===== src/sv/pile_pkg.sv =====
// Shared types and constants for the positional integer list engine.
// Holds the beat structs, command and status codes, and the cell control struct.
// No dependencies.
package pile_pkg;

  localparam int unsigned CAP_DEF = 16;
  // wide enough for any position, count or tag up to the largest capacity
  localparam int unsigned POS_W   = 9;
  localparam int unsigned DATA_W  = 32;

  typedef enum logic [3:0] {
    CMD_INS_HEAD = 4'd0,
    CMD_INS_TAIL = 4'd1,
    CMD_INS_POS  = 4'd2,
    CMD_RM_HEAD  = 4'd3,
    CMD_RM_TAIL  = 4'd4,
    CMD_RM_POS   = 4'd5,
    CMD_CLEAR    = 4'd6,
    CMD_FIND     = 4'd7,
    CMD_MAX      = 4'd8,
    CMD_REVERSE  = 4'd9,
    CMD_HEAD     = 4'd10,
    CMD_TAIL     = 4'd11,
    CMD_SIZE     = 4'd12
  } cmd_e;

  typedef enum logic [1:0] {
    ST_OK     = 2'd0,
    ST_BADPOS = 2'd1,
    ST_EMPTY  = 2'd2,
    ST_FULL   = 2'd3
  } status_e;

  typedef struct packed {
    logic        [3:0]  command;
    logic signed [31:0] value;
    logic        [4:0]  pos_a;
    logic        [4:0]  pos_b;
  } in_item_t;

  typedef struct packed {
    logic        [1:0]  status;
    logic               found;
    logic        [3:0]  result_pos;
    logic signed [31:0] result_value;
    logic        [4:0]  entry_count;
  } out_item_t;

  typedef enum logic [2:0] {
    COP_HOLD = 3'd0,
    COP_INS  = 3'd1,
    COP_RM   = 3'd2,
    COP_ROT  = 3'd3,
    COP_TAG  = 3'd4,
    COP_SORT = 3'd5
  } cell_op_e;

  typedef struct packed {
    cell_op_e              op;
    logic [POS_W-1:0]      pos;
    logic [POS_W-1:0]      pos_b;
    logic [POS_W-1:0]      cnt;
    logic [DATA_W-1:0]     value;
    logic                  par;
  } cell_ctrl_t;

endpackage


===== src/sv/pile_cell.sv =====
// One list cell: holds one entry and a sort tag, moves data to and from its neighbors.
// Depends on pile_pkg.
module pile_cell #(
  parameter int unsigned Idx = 0
) (
  input  logic                       clk_i,
  input  pile_pkg::cell_ctrl_t       ctrl_i,
  input  logic [pile_pkg::DATA_W-1:0] left_data_i,
  input  logic [pile_pkg::POS_W-1:0]  left_tag_i,
  input  logic [pile_pkg::DATA_W-1:0] right_data_i,
  input  logic [pile_pkg::POS_W-1:0]  right_tag_i,
  input  logic [pile_pkg::DATA_W-1:0] head_data_i,
  output logic [pile_pkg::DATA_W-1:0] data_o,
  output logic [pile_pkg::POS_W-1:0]  tag_o
);
  import pile_pkg::*;

  localparam logic [POS_W-1:0] IdxP = POS_W'(Idx);

  logic [DATA_W-1:0] data_q, data_d;
  logic [POS_W-1:0]  tag_q, tag_d;
  logic              in_rng, pair_r, pair_l;

  always_comb begin
    in_rng = (IdxP >= ctrl_i.pos) && (IdxP <= ctrl_i.pos_b);
    // odd-even transposition, pair phase taken relative to range start
    pair_r = in_rng && (IdxP < ctrl_i.pos_b) && ((IdxP[0] ^ ctrl_i.pos[0]) == ctrl_i.par);
    pair_l = in_rng && (IdxP > ctrl_i.pos) && ((IdxP[0] ^ ctrl_i.pos[0]) != ctrl_i.par);
    data_d = data_q;
    tag_d  = tag_q;
    case (ctrl_i.op)
      COP_INS: begin
        if (IdxP > ctrl_i.pos) begin
          data_d = left_data_i;
        end else if (IdxP == ctrl_i.pos) begin
          data_d = ctrl_i.value;
        end
      end
      COP_RM: begin
        if (IdxP >= ctrl_i.pos) begin
          data_d = right_data_i;
        end
      end
      COP_ROT: begin
        if (IdxP + POS_W'(1) < ctrl_i.cnt) begin
          data_d = right_data_i;
        end else if (IdxP + POS_W'(1) == ctrl_i.cnt) begin
          data_d = head_data_i;
        end
      end
      COP_TAG: begin
        if (in_rng) begin
          tag_d = ctrl_i.pos + ctrl_i.pos_b - IdxP;
        end
      end
      COP_SORT: begin
        if (pair_r && (tag_q > right_tag_i)) begin
          data_d = right_data_i;
          tag_d  = right_tag_i;
        end else if (pair_l && (left_tag_i > tag_q)) begin
          data_d = left_data_i;
          tag_d  = left_tag_i;
        end
      end
      default: begin
      end
    endcase
  end

  always_ff @(posedge clk_i) begin
    data_q <= data_d;
    tag_q  <= tag_d;
  end

  assign data_o = data_q;
  assign tag_o  = tag_q;

endmodule


===== src/sv/positional_integer_list_engine.sv =====
// Top level of the positional integer list engine: command sequencer, cell row, result register.
// Depends on pile_pkg and pile_cell.
//
//   channel | valid      | stall      | payload
//   --------+------------+------------+----------------------------
//   in      | in_valid_i | in_stall_o | in_data_i  (in_item_t)
//   out     | out_valid_o| out_stall_i| out_data_o (out_item_t)
//
// Insert, remove, clear, head and size pass through execute, then result.
// Find, max and tail rotate the list once through cell 0 before the result.
// Reverse runs one odd-even transposition round per entry of the range.
// Reset clears the entry count and the control state; entry contents are not cleared.
// A new beat is taken while a finished result waits; a stalled output holds the sequencer
// in its result state until the register drains.
module positional_integer_list_engine #(
  parameter int unsigned CAPACITY = pile_pkg::CAP_DEF
) (
  input  logic                clk_i,
  input  logic                rst_ni,
  input  logic                in_valid_i,
  output logic                in_stall_o,
  input  pile_pkg::in_item_t  in_data_i,
  output logic                out_valid_o,
  input  logic                out_stall_i,
  output pile_pkg::out_item_t out_data_o
);
  import pile_pkg::*;

  localparam int unsigned CNT_W = $clog2(CAPACITY + 1);
  localparam logic [POS_W-1:0] CapP = POS_W'(CAPACITY);

  typedef enum logic [4:0] {
    S_IDLE = 5'b00001,
    S_EXEC = 5'b00010,
    S_SCAN = 5'b00100,
    S_SORT = 5'b01000,
    S_DONE = 5'b10000
  } state_e;

  state_e            state_q, state_d;
  logic [3:0]        cmd_q, cmd_d;
  logic [DATA_W-1:0] val_q, val_d;
  logic [4:0]        pa_q, pa_d, pb_q, pb_d;
  logic [CNT_W-1:0]  count_q, count_d;
  logic [POS_W-1:0]  k_q, k_d;
  status_e           res_status_q, res_status_d;
  logic              res_found_q, res_found_d;
  logic [POS_W-1:0]  res_pos_q, res_pos_d;
  logic [DATA_W-1:0] res_val_q, res_val_d;
  logic              out_valid_q, out_valid_d;
  out_item_t         out_data_q, out_data_d;

  logic              in_accept, out_free;
  logic [POS_W-1:0]  cnt_ext, pa_ext, pb_ext;
  logic [DATA_W-1:0] cur;
  cell_ctrl_t        ctrl;

  logic [DATA_W-1:0] cell_data [CAPACITY];
  logic [POS_W-1:0]  cell_tag  [CAPACITY];

  assign out_free   = !out_valid_q || !out_stall_i;
  assign in_stall_o = !((state_q == S_IDLE) || ((state_q == S_DONE) && out_free));
  assign in_accept  = in_valid_i && !in_stall_o;
  assign cnt_ext    = POS_W'(count_q);
  assign pa_ext     = POS_W'(pa_q);
  assign pb_ext     = POS_W'(pb_q);
  assign cur        = cell_data[0];

  always_comb begin
    state_d      = state_q;
    cmd_d        = cmd_q;
    val_d        = val_q;
    pa_d         = pa_q;
    pb_d         = pb_q;
    count_d      = count_q;
    k_d          = k_q;
    res_status_d = res_status_q;
    res_found_d  = res_found_q;
    res_pos_d    = res_pos_q;
    res_val_d    = res_val_q;
    out_valid_d  = out_valid_q;
    out_data_d   = out_data_q;
    ctrl.op      = COP_HOLD;
    ctrl.pos     = '0;
    ctrl.pos_b   = pb_ext;
    ctrl.cnt     = cnt_ext;
    ctrl.value   = val_q;
    ctrl.par     = k_q[0];

    if (out_valid_q && !out_stall_i) begin
      out_valid_d = 1'b0;
    end
    if (in_accept) begin
      cmd_d = in_data_i.command;
      val_d = in_data_i.value;
      pa_d  = in_data_i.pos_a;
      pb_d  = in_data_i.pos_b;
    end

    case (state_q)
      S_IDLE: begin
        if (in_accept) begin
          state_d = S_EXEC;
        end
      end
      S_EXEC: begin
        res_status_d = ST_OK;
        res_found_d  = 1'b0;
        res_pos_d    = '0;
        res_val_d    = '0;
        k_d          = '0;
        state_d      = S_DONE;
        case (cmd_q)
          CMD_INS_HEAD, CMD_INS_TAIL, CMD_INS_POS: begin
            if ((cmd_q == CMD_INS_POS) && (pa_ext > cnt_ext)) begin
              res_status_d = ST_BADPOS;
            end else if (cnt_ext >= CapP) begin
              res_status_d = ST_FULL;
            end else begin
              ctrl.op  = COP_INS;
              ctrl.pos = (cmd_q == CMD_INS_HEAD) ? '0 :
                         (cmd_q == CMD_INS_TAIL) ? cnt_ext : pa_ext;
              count_d  = count_q + CNT_W'(1);
            end
          end
          CMD_RM_HEAD, CMD_RM_TAIL: begin
            if (count_q == '0) begin
              res_status_d = ST_EMPTY;
            end else begin
              ctrl.op  = COP_RM;
              ctrl.pos = (cmd_q == CMD_RM_HEAD) ? '0 : cnt_ext - POS_W'(1);
              count_d  = count_q - CNT_W'(1);
            end
          end
          CMD_RM_POS: begin
            if (pa_ext >= cnt_ext) begin
              res_status_d = ST_BADPOS;
            end else begin
              ctrl.op  = COP_RM;
              ctrl.pos = pa_ext;
              count_d  = count_q - CNT_W'(1);
            end
          end
          CMD_CLEAR: begin
            count_d = '0;
          end
          CMD_FIND, CMD_MAX, CMD_TAIL: begin
            if (count_q == '0) begin
              res_status_d = ST_EMPTY;
            end else begin
              res_found_d = (cmd_q == CMD_MAX);
              state_d     = S_SCAN;
            end
          end
          CMD_REVERSE: begin
            if ((pa_ext >= cnt_ext) || (pb_ext >= cnt_ext)) begin
              res_status_d = ST_BADPOS;
            end else if (pa_ext < pb_ext) begin
              ctrl.op  = COP_TAG;
              ctrl.pos = pa_ext;
              state_d  = S_SORT;
            end
          end
          CMD_HEAD: begin
            if (count_q == '0) begin
              res_status_d = ST_EMPTY;
            end else begin
              res_val_d = cur;
            end
          end
          default: begin
          end
        endcase
      end
      S_SCAN: begin
        // cell 0 holds entry k while the list rotates back into place
        ctrl.op = COP_ROT;
        case (cmd_q)
          CMD_FIND: begin
            if (!res_found_q && (cur == val_q)) begin
              res_found_d = 1'b1;
              res_pos_d   = k_q;
            end
          end
          CMD_MAX: begin
            if ((k_q == '0) || ($signed(cur) > $signed(res_val_q))) begin
              res_val_d = cur;
              res_pos_d = k_q;
            end
          end
          default: begin
            if (k_q + POS_W'(1) == cnt_ext) begin
              res_val_d = cur;
            end
          end
        endcase
        k_d = k_q + POS_W'(1);
        if (k_q + POS_W'(1) == cnt_ext) begin
          state_d = S_DONE;
        end
      end
      S_SORT: begin
        ctrl.op  = COP_SORT;
        ctrl.pos = pa_ext;
        k_d      = k_q + POS_W'(1);
        if (k_q == pb_ext - pa_ext) begin
          state_d = S_DONE;
        end
      end
      S_DONE: begin
        if (out_free) begin
          out_valid_d             = 1'b1;
          out_data_d.status       = res_status_q;
          out_data_d.found        = res_found_q;
          out_data_d.result_pos   = res_pos_q[3:0];
          out_data_d.result_value = res_val_q;
          out_data_d.entry_count  = cnt_ext[4:0];
          state_d                 = in_accept ? S_EXEC : S_IDLE;
        end
      end
      default: begin
        state_d = S_IDLE;
      end
    endcase
  end

  always_ff @(posedge clk_i or negedge rst_ni) begin
    if (!rst_ni) begin
      state_q     <= S_IDLE;
      count_q     <= '0;
      out_valid_q <= 1'b0;
    end else begin
      state_q     <= state_d;
      count_q     <= count_d;
      out_valid_q <= out_valid_d;
    end
  end

  always_ff @(posedge clk_i) begin
    cmd_q        <= cmd_d;
    val_q        <= val_d;
    pa_q         <= pa_d;
    pb_q         <= pb_d;
    k_q          <= k_d;
    res_status_q <= res_status_d;
    res_found_q  <= res_found_d;
    res_pos_q    <= res_pos_d;
    res_val_q    <= res_val_d;
    out_data_q   <= out_data_d;
  end

  for (genvar gi = 0; gi < CAPACITY; gi++) begin : g_cell
    logic [DATA_W-1:0] left_data, right_data;
    logic [POS_W-1:0]  left_tag, right_tag;

    if (gi == 0) begin : g_first
      assign left_data = val_q;
      assign left_tag  = '0;
    end else begin : g_mid_l
      assign left_data = cell_data[gi-1];
      assign left_tag  = cell_tag[gi-1];
    end
    if (gi == CAPACITY - 1) begin : g_last
      assign right_data = cell_data[gi];
      assign right_tag  = cell_tag[gi];
    end else begin : g_mid_r
      assign right_data = cell_data[gi+1];
      assign right_tag  = cell_tag[gi+1];
    end

    pile_cell #(
      .Idx(gi)
    ) u_cell (
      .clk_i       (clk_i),
      .ctrl_i      (ctrl),
      .left_data_i (left_data),
      .left_tag_i  (left_tag),
      .right_data_i(right_data),
      .right_tag_i (right_tag),
      .head_data_i (cell_data[0]),
      .data_o      (cell_data[gi]),
      .tag_o       (cell_tag[gi])
    );
  end

  assign out_valid_o = out_valid_q;
  assign out_data_o  = out_data_q;

endmodule


===== config.mk =====
export PLATFORM = sky130hd
export DESIGN_NAME = positional_integer_list_engine
export DESIGN_NICKNAME = d
export VERILOG_FILES = /design/src/sv/pile_pkg.sv /design/src/sv/pile_cell.sv /design/src/sv/positional_integer_list_engine.sv
export SDC_FILE = /design/constraint.sdc
export NUM_CORES = 2
export LEC_CHECK = 0
export BUFFER_PORTS_ARGS = -buffer_cell sky130_fd_sc_hd__buf_2
export CAP_MARGIN = 20
export CELL_PAD_IN_SITES_DETAIL_PLACEMENT = 1
export CELL_PAD_IN_SITES_GLOBAL_PLACEMENT = 2
export CORE_ASPECT_RATIO = 1.25
export CORE_MARGIN = 4
export CORE_UTILIZATION = 30
export CTS_BUF_LIST = sky130_fd_sc_hd__clkbuf_8
export CTS_CLUSTER_DIAMETER = 150
export DETAILED_ROUTE_END_ITERATION = 16
export PLACE_DENSITY = 0.7
export SYNTH_ARGS = -nofsm -noshare
export SYNTH_HDL_FRONTEND = slang
export SYNTH_SLANG_ARGS = --single-unit

===== constraint.sdc =====
create_clock -name clk_i -period 8.7 [get_ports clk_i]
set_input_delay 0.435 -clock clk_i [delete_from_list [all_inputs] [get_ports clk_i]]
set_output_delay 0.435 -clock clk_i [all_outputs]
set_load 0.02 [all_outputs]

* Yosys cells after proc, flatten, opt, wreduce, memory -nomap -nowiden
Index checks and enable logic that the tools add are counted.
** Storage, ports and cells
- Output and inout bits :: 46
- Register bits :: 805
- Bits of input ports :: 50
** Operators by class
- Bitwise operators :: 1
- Magnitude comparators :: 103
- Reductions and logical operators :: 178
- Add/sub/neg operators :: 21
- Equality and inequality tests :: 154
- Mux-type cells :: 242
** Operator list (number)
- 32-bit two-way mux :: 114
- 32-bit case mux with 4 select lines :: 15
- 9-bit two-way mux :: 49
- 9-bit case mux with 2 select lines :: 18
- 9-bit greater-than comparator :: 16
- 3-bit by 1-bit inequality test with 1-bit output, second input constant :: 45
- 32-bit case mux with 2 select lines :: 2
- 1-bit logical AND :: 117
- 32-bit case mux with 3 select lines :: 1
- 4-bit by 5-bit < comparator with 1-bit output, first input constant :: 16
- 5-bit AND reduction :: 15
- 4-bit by 9-bit == test with 1-bit output, first input constant :: 8
- 4-bit by 9-bit greater-or-equal comparator with 1-bit output, first input constant :: 8
- 4-bit by 9-bit greater-than comparator with 1-bit output, first input constant :: 8
- 9-bit by 4-bit subtractor with 9-bit output, second input constant :: 8
- 2-bit by 1-bit inequality test with 1-bit output, second input constant :: 35
- 5-bit two-way mux :: 13
- 12-bit case mux with 4 select lines :: 1
- 3-bit AND reduction :: 16
- 4-bit by 5-bit == test with 1-bit output, first input constant :: 8
- 4-bit by 5-bit <= comparator with 1-bit output, first input constant :: 8
- 3-bit by 5-bit < comparator with 1-bit output, first input constant :: 8
- 3-bit by 9-bit == test with 1-bit output, first input constant :: 4
- 3-bit by 9-bit greater-or-equal comparator with 1-bit output, first input constant :: 4
- 78 further kinds :: 162

* Longest topological paths before layout
- Word-level depth :: 15
- Mapped depth :: 25
- Depth with buffers taken out :: 23

* By module
Synthesis repeated with hierarchy kept, for this count alone.
** Unflattened totals
- Cell total of the unflattened synthesis :: 6763
- Area, all modules :: 66064.6 sq um
** Modules (own cells, without submodules)
- positional_integer_list_engine :: times used 1, area each 7692.4 sq um, cells each 630
- pile_cell at g_cell[15].u_cell :: times used 1, area each 3955.0 sq um, cells each 449
- pile_cell at g_cell[10].u_cell :: times used 1, area each 3920.0 sq um, cells each 422
- pile_cell at g_cell[2].u_cell :: times used 1, area each 3897.5 sq um, cells each 384
- pile_cell at g_cell[4].u_cell :: times used 1, area each 3806.2 sq um, cells each 381
- pile_cell at g_cell[9].u_cell :: times used 1, area each 3673.5 sq um, cells each 385
- pile_cell at g_cell[3].u_cell :: times used 1, area each 3639.7 sq um, cells each 380
- pile_cell at g_cell[6].u_cell :: times used 1, area each 3617.2 sq um, cells each 376
- pile_cell at g_cell[1].u_cell :: times used 1, area each 3614.7 sq um, cells each 380
- pile_cell at g_cell[13].u_cell :: times used 1, area each 3607.2 sq um, cells each 381
- pile_cell at g_cell[11].u_cell :: times used 1, area each 3603.5 sq um, cells each 376
- pile_cell at g_cell[5].u_cell :: times used 1, area each 3587.2 sq um, cells each 379
- pile_cell at g_cell[7].u_cell :: times used 1, area each 3563.4 sq um, cells each 375
- pile_cell at g_cell[8].u_cell :: times used 1, area each 3559.7 sq um, cells each 370
- 3 more rows

* Worst setup path after synthesis
No wires, ideal clock.
- Path kind :: reg-to-reg
- From :: reg count_q[3]
- To :: reg g_cell[10].u_cell.data_q[0], enable pin
- Arrival :: 8193 ps
- Path buffers :: 3
- Setup time :: 595 ps
- Stages on the path, launching flop included :: 16
- Data required time :: 8105 ps
- Path slack :: -88 ps
- Cell sequence :: dfrtp_1 -> buf_2 -> inv_1 -> clkbuf_1 -> ha_1 -> a21o_1 -> a21oi_2 -> o21ai_1 -> nor4_4 -> buf_4 -> o211a_4 -> a211oi_4 -> nor2_1 -> nand4_1 -> nor2b_1 -> a2111oi_0
** On the way
- Word-level cells in the longest chain between the ends :: 13
** RTL lines
- from (decl) :: RTL line positional_integer_list_engine.sv:44 : logic [CNT_W-1:0] count_q, count_d;
- from (signal assigned) :: RTL line positional_integer_list_engine.sv:234 : count_q <= count_d;
- branches (longest 12 deep; another with 4-bit by 9-bit greater-or-equal comparator with 1-bit output)
- 5-bit AND reduction (no source line) *
- to (signal assigned) :: RTL line pile_cell.sv:71 : data_q <= data_d;
- to (decl) :: RTL line pile_cell.sv:20 : logic [DATA_W-1:0] data_q, data_d;
Mark *: on every way between the ends.
A chain may end at the register's enable or synchronous reset.

* Worst setup path in the final report
- From :: reg count_q[2]
- To :: reg g_cell[4].u_cell.tag_q[7] (data pin)
** On the way
- Word-level cells in the longest chain between the ends :: 13
** RTL lines
- branches (longest 4 deep; another with 5-bit by 1-bit subtractor with 6-bit output)
- 12-bit case mux with 4 select lines * :: RTL line positional_integer_list_engine.sv:113 : case (cmd_q)
- branches (longest 7 deep; another with 9-bit by 5-bit adder with 9-bit output)
- 9-bit case mux with 2 select lines * :: RTL line pile_cell.sv:31 : case (ctrl_i.op)
- named net g_cell[4].u_cell.tag_d[7] :: RTL line pile_cell.sv:21 : logic [POS_W-1:0] tag_q, tag_d;
- to (signal assigned) :: RTL line pile_cell.sv:72 : tag_q <= tag_d;
- to (decl) :: RTL line pile_cell.sv:21
Mark *: on every way through the listed nets, which the timed path passes. The select of a mux whose other input is x is not followed.

==> results.json <==
{
  "synthTopCellsByCount": "864 x nand2_1, 794 x edfxtp_1, 333 x nor2_1",
  "grt_max_degree": 159,
  "synth-edff-count": 794,
  "gp_congestion": 0.873,
  "crit_path_max_fanout": 20,
  "synth.most_common_cell": "nand2_1",
  "netlist_area_sq_um": 53100,
  "cts.path.max_buffers": 3,
  "yosysTopAreaCellShare": 0.449,
  "dominantRegCellSynth": "edfxtp_1",
  "critPathKind": "reg2reg",
  "p_total_mw": 13.1,
  "synth_compound_area_frac": 0.223,
  "grt_use_total": 0.264,
  "p_leak_nw": 22.5,
  "post-route-period-util": 0.801,
  "cts_resized": 0,
  "relSlewSlack": 0.157,
  "yosysSeqAreaShare": 0.454,
  "ys_ff_latch": 805,
  "synthSimpleGateAreaFrac": 0.132,
  "grt_pass1_wl_um": 357000,
  "hold_viol": 0,
  "synthMuxAreaShare": 0.0661,
  "first_iter_violations": 4623,
  "nets": 5646,
  "ff2ff_path_depth": 17,
  "first_global_vias": 49500,
  "cp.arrival_ns": 7.59,
  "synthTopCellsByArea": "edfxtp_1 45%, nand2_1 6.1%, ha_1 5.0%",
  "cts_tree": "yes",
  "cp-end-kind": "flip-flop",
  "viasPerCell": 6.15,
  "clock_skew_ns": 0.0632,
  "rsz0062_at_grt": "no",
  "htreeDepth": 4,
  "final.setup.tns_ns": 0,
  "crit_path_start_kind": "flip-flop",
  "setup_viol": 0,
  "ys_warn_count": 0,
  "required_ns": 9.31,
  "clk_pin_slew_ns": 0.06,
  "ys_types": 109,
  "max_freq_mhz": 143,
  "row_count": 172,
  "pin_count": 96,
  "outcome": "completed",
  "cap_violations": 0,
  "coreArea_sq_um": 176000,
  "fp.dieW_um": 384,
  "gr-total-overflow": 0,
  "clockRootBuffer": "clkbuf_8",
  "yosysTopAreaCell": "edfxtp_1",
  "die_y_um": 478,
  "drv_slew": 0,
  "numCtsBuffers": 154,
  "hp-class": "in2async",
  "synth_top_family_by_area": "compound AO/OA/AOI/OAI gates",
  "synth_cells": 5404,
  "antenna_found_initial": 13,
  "firstDrtPassIters": 8,
  "power.density_nw_per_um2": 219,
  "async_flop_share": 0.0137,
  "start_util": 0.302,
  "wirelength_um": 251000,
  "numPortBuffers": 95,
  "syn_avg_cell_area_sq_um": 9.83,
  "peakVddDrop_v": 0.000151,
  "wl_per_cell_um": 32.0,
  "area_delta_synth_final_pct": 12.3,
  "ant_nets": 0,
  "synth_fa_ha_area_frac": 0.0507,
  "worstMarginPinSlew_ns": 1.26,
  "dpl.hpwl_um": 162000,
  "drive_above_1_share": 0.125,
  "dieArea_sq_um": 184000,
  "synth_xor_area_frac": 0.0150,
  "fin_crit_ns": 6.97,
  "vias": 48300,
  "clkLatencyLatePin_ns": 0.93,
  "syn-num-nets": 5667,
  "drc": 0,
  "cts_sinks": 805
}
-- worst max-delay path, stage by stage (launching register included) --
cell and delay (ns):
dfrtp_1 0.82, inv_1 0.33, ha_1 0.27, a21o_1 0.16, a21oi_2 0.23, o21ai_1 0.26, nor4_4 0.79, o21ai_2 0.25
nand2_1 0.35, ha_1 0.31, a21o_1 0.15, a21oi_1 0.27, o21bai_1 0.10, a21oi_1 0.35, xor2_2 0.71, nor2_1 0.33
a211oi_1 0.86, a221oi_1 0.12
-- worst paths after layout --
kind	startpoint	end	slack, ns
max in group asynchronous	rst_ni	state_q[3]$_DFFE_PN0P_	7.36
max reg2reg	count_q[2]$_DFFE_PN0P_	g_cell[4].u_cell.tag_o[7]$_DFFE_PP_	1.73
min reg2reg	res_status_q[1]$_DFFE_PP_	out_data_o[43]$_DFFE_PP_	0.42
min	rst_ni	state_q[0]$_DFFE_PN1P_	0.13
min in group clk_i	in_data_i[16]	g_cell[0].left_data[6]$_DFFE_PP_	0.23
max	count_q[2]$_DFFE_PN0P_	g_cell[4].u_cell.tag_o[7]$_DFFE_PP_	1.73
-- cell type report --
class	count	area (sq um)
Antenna cell	6	15.0
Clock buffer	158	2170
Clock inverter	113	599
Fill cell	20000	116000
Inverter	246	925
Multi-Input combinational cell	3850	26500
Sequential cell	805	24100
Tap cell	2349	2940
Timing Repair Buffer	326	2410
-- registers in the layout, summed over array words and instances (netlist names) --
| name | count |
|---|---|
| pa_q | 5 |
| out_data_o | 44 |
| k_q | 9 |
| pb_q | 5 |
| g_cell.left_data | 32 |
| g_cell.u_cell.tag_o | 144 |
| res_val_q | 32 |
| res_found_q | 1 |
| count_q | 5 |
| g_cell.u_cell.data_o | 512 |
| state_q | 5 |
| out_valid_o | 1 |
| res_status_q | 2 |
| res_pos_q | 4 |
| cmd_q | 4 |
-- cells in the final DEF, fill, tap and decap left out, types with 136 or more instances in the layout --
cell type,netlist,layout
a21oi_1,287,278
a221oi_1,184,184
a22oi_1,136,136
buf_4,23,174
clkbuf_8,0,158
edfxtp_1,794,794
ha_1,211,211
inv_1,239,285
mux2i_1,230,230
nand2_1,864,859
nor2_1,333,318
o21ai_0,204,203
-- per-stage QoR --
step / std cells / hold WS (ns) / cell area (sq um) / setup slack (ns) / util
finish: 7853 / 0.133 / 59700 / 1.73 / 0.339
detailed placement: 7525 / 0.380 / 56400 / 1.75 / 0.321
CTS: 7846 / 0.0163 / 59600 / 1.74 / 0.339
floorplan: 5404 / 0.139 / 53100 / 1.36 / -
global placement: 7522 / 0.382 / 56300 / 1.87 / 0.320
global route: 7849 / 0.0651 / 59700 / 1.28 / 0.339
-- routing by layer --
layer / up-vias / track usage / wire length (um)
met3: 732 / 0.0512 / 18900
met4: 6 / 0.158 / 16600
li1: 20500 / - / -
met5: - / 0 / 41
met1: 24700 / 0.321 / 98500
met2: 2351 / 0.430 / 117000
-- power breakdown --
group | total (mW) | internal [mW] | switching (mW)
sequential | 5.40 | 4.96 | 0.441
clock | 3.65 | 1.78 | 1.87
combinational | 4.03 | 1.26 | 2.77
total | 13.1 | 8.00 | 5.09
-- kinds of logic (layout without fill, tap and decap cells) --
| logic type | after synthesis | after routing |
|---|---|---|
| compound gates | 1629 | 1629 |
| xor+xnor | 91 | 91 |
| fa+ha+maj | 214 | 214 |
| buf+inv | 749 | 843 |
| flops | 805 | 805 |
| mux | 328 | 328 |
| other cells | 0 | 6 |
| simple gates | 1588 | 1588 |
-- what timing repair did --
| item | in CTS | in global routing |
|---|---|---|
| endpoints found under the setup margin | 0 | 0 |
| hold buffers | 50 | 0 |
| hold endpoints to repair | 61 | 0 |
| buffers inserted | 0 | 0 |
Power figures use the tool's default switching activity.
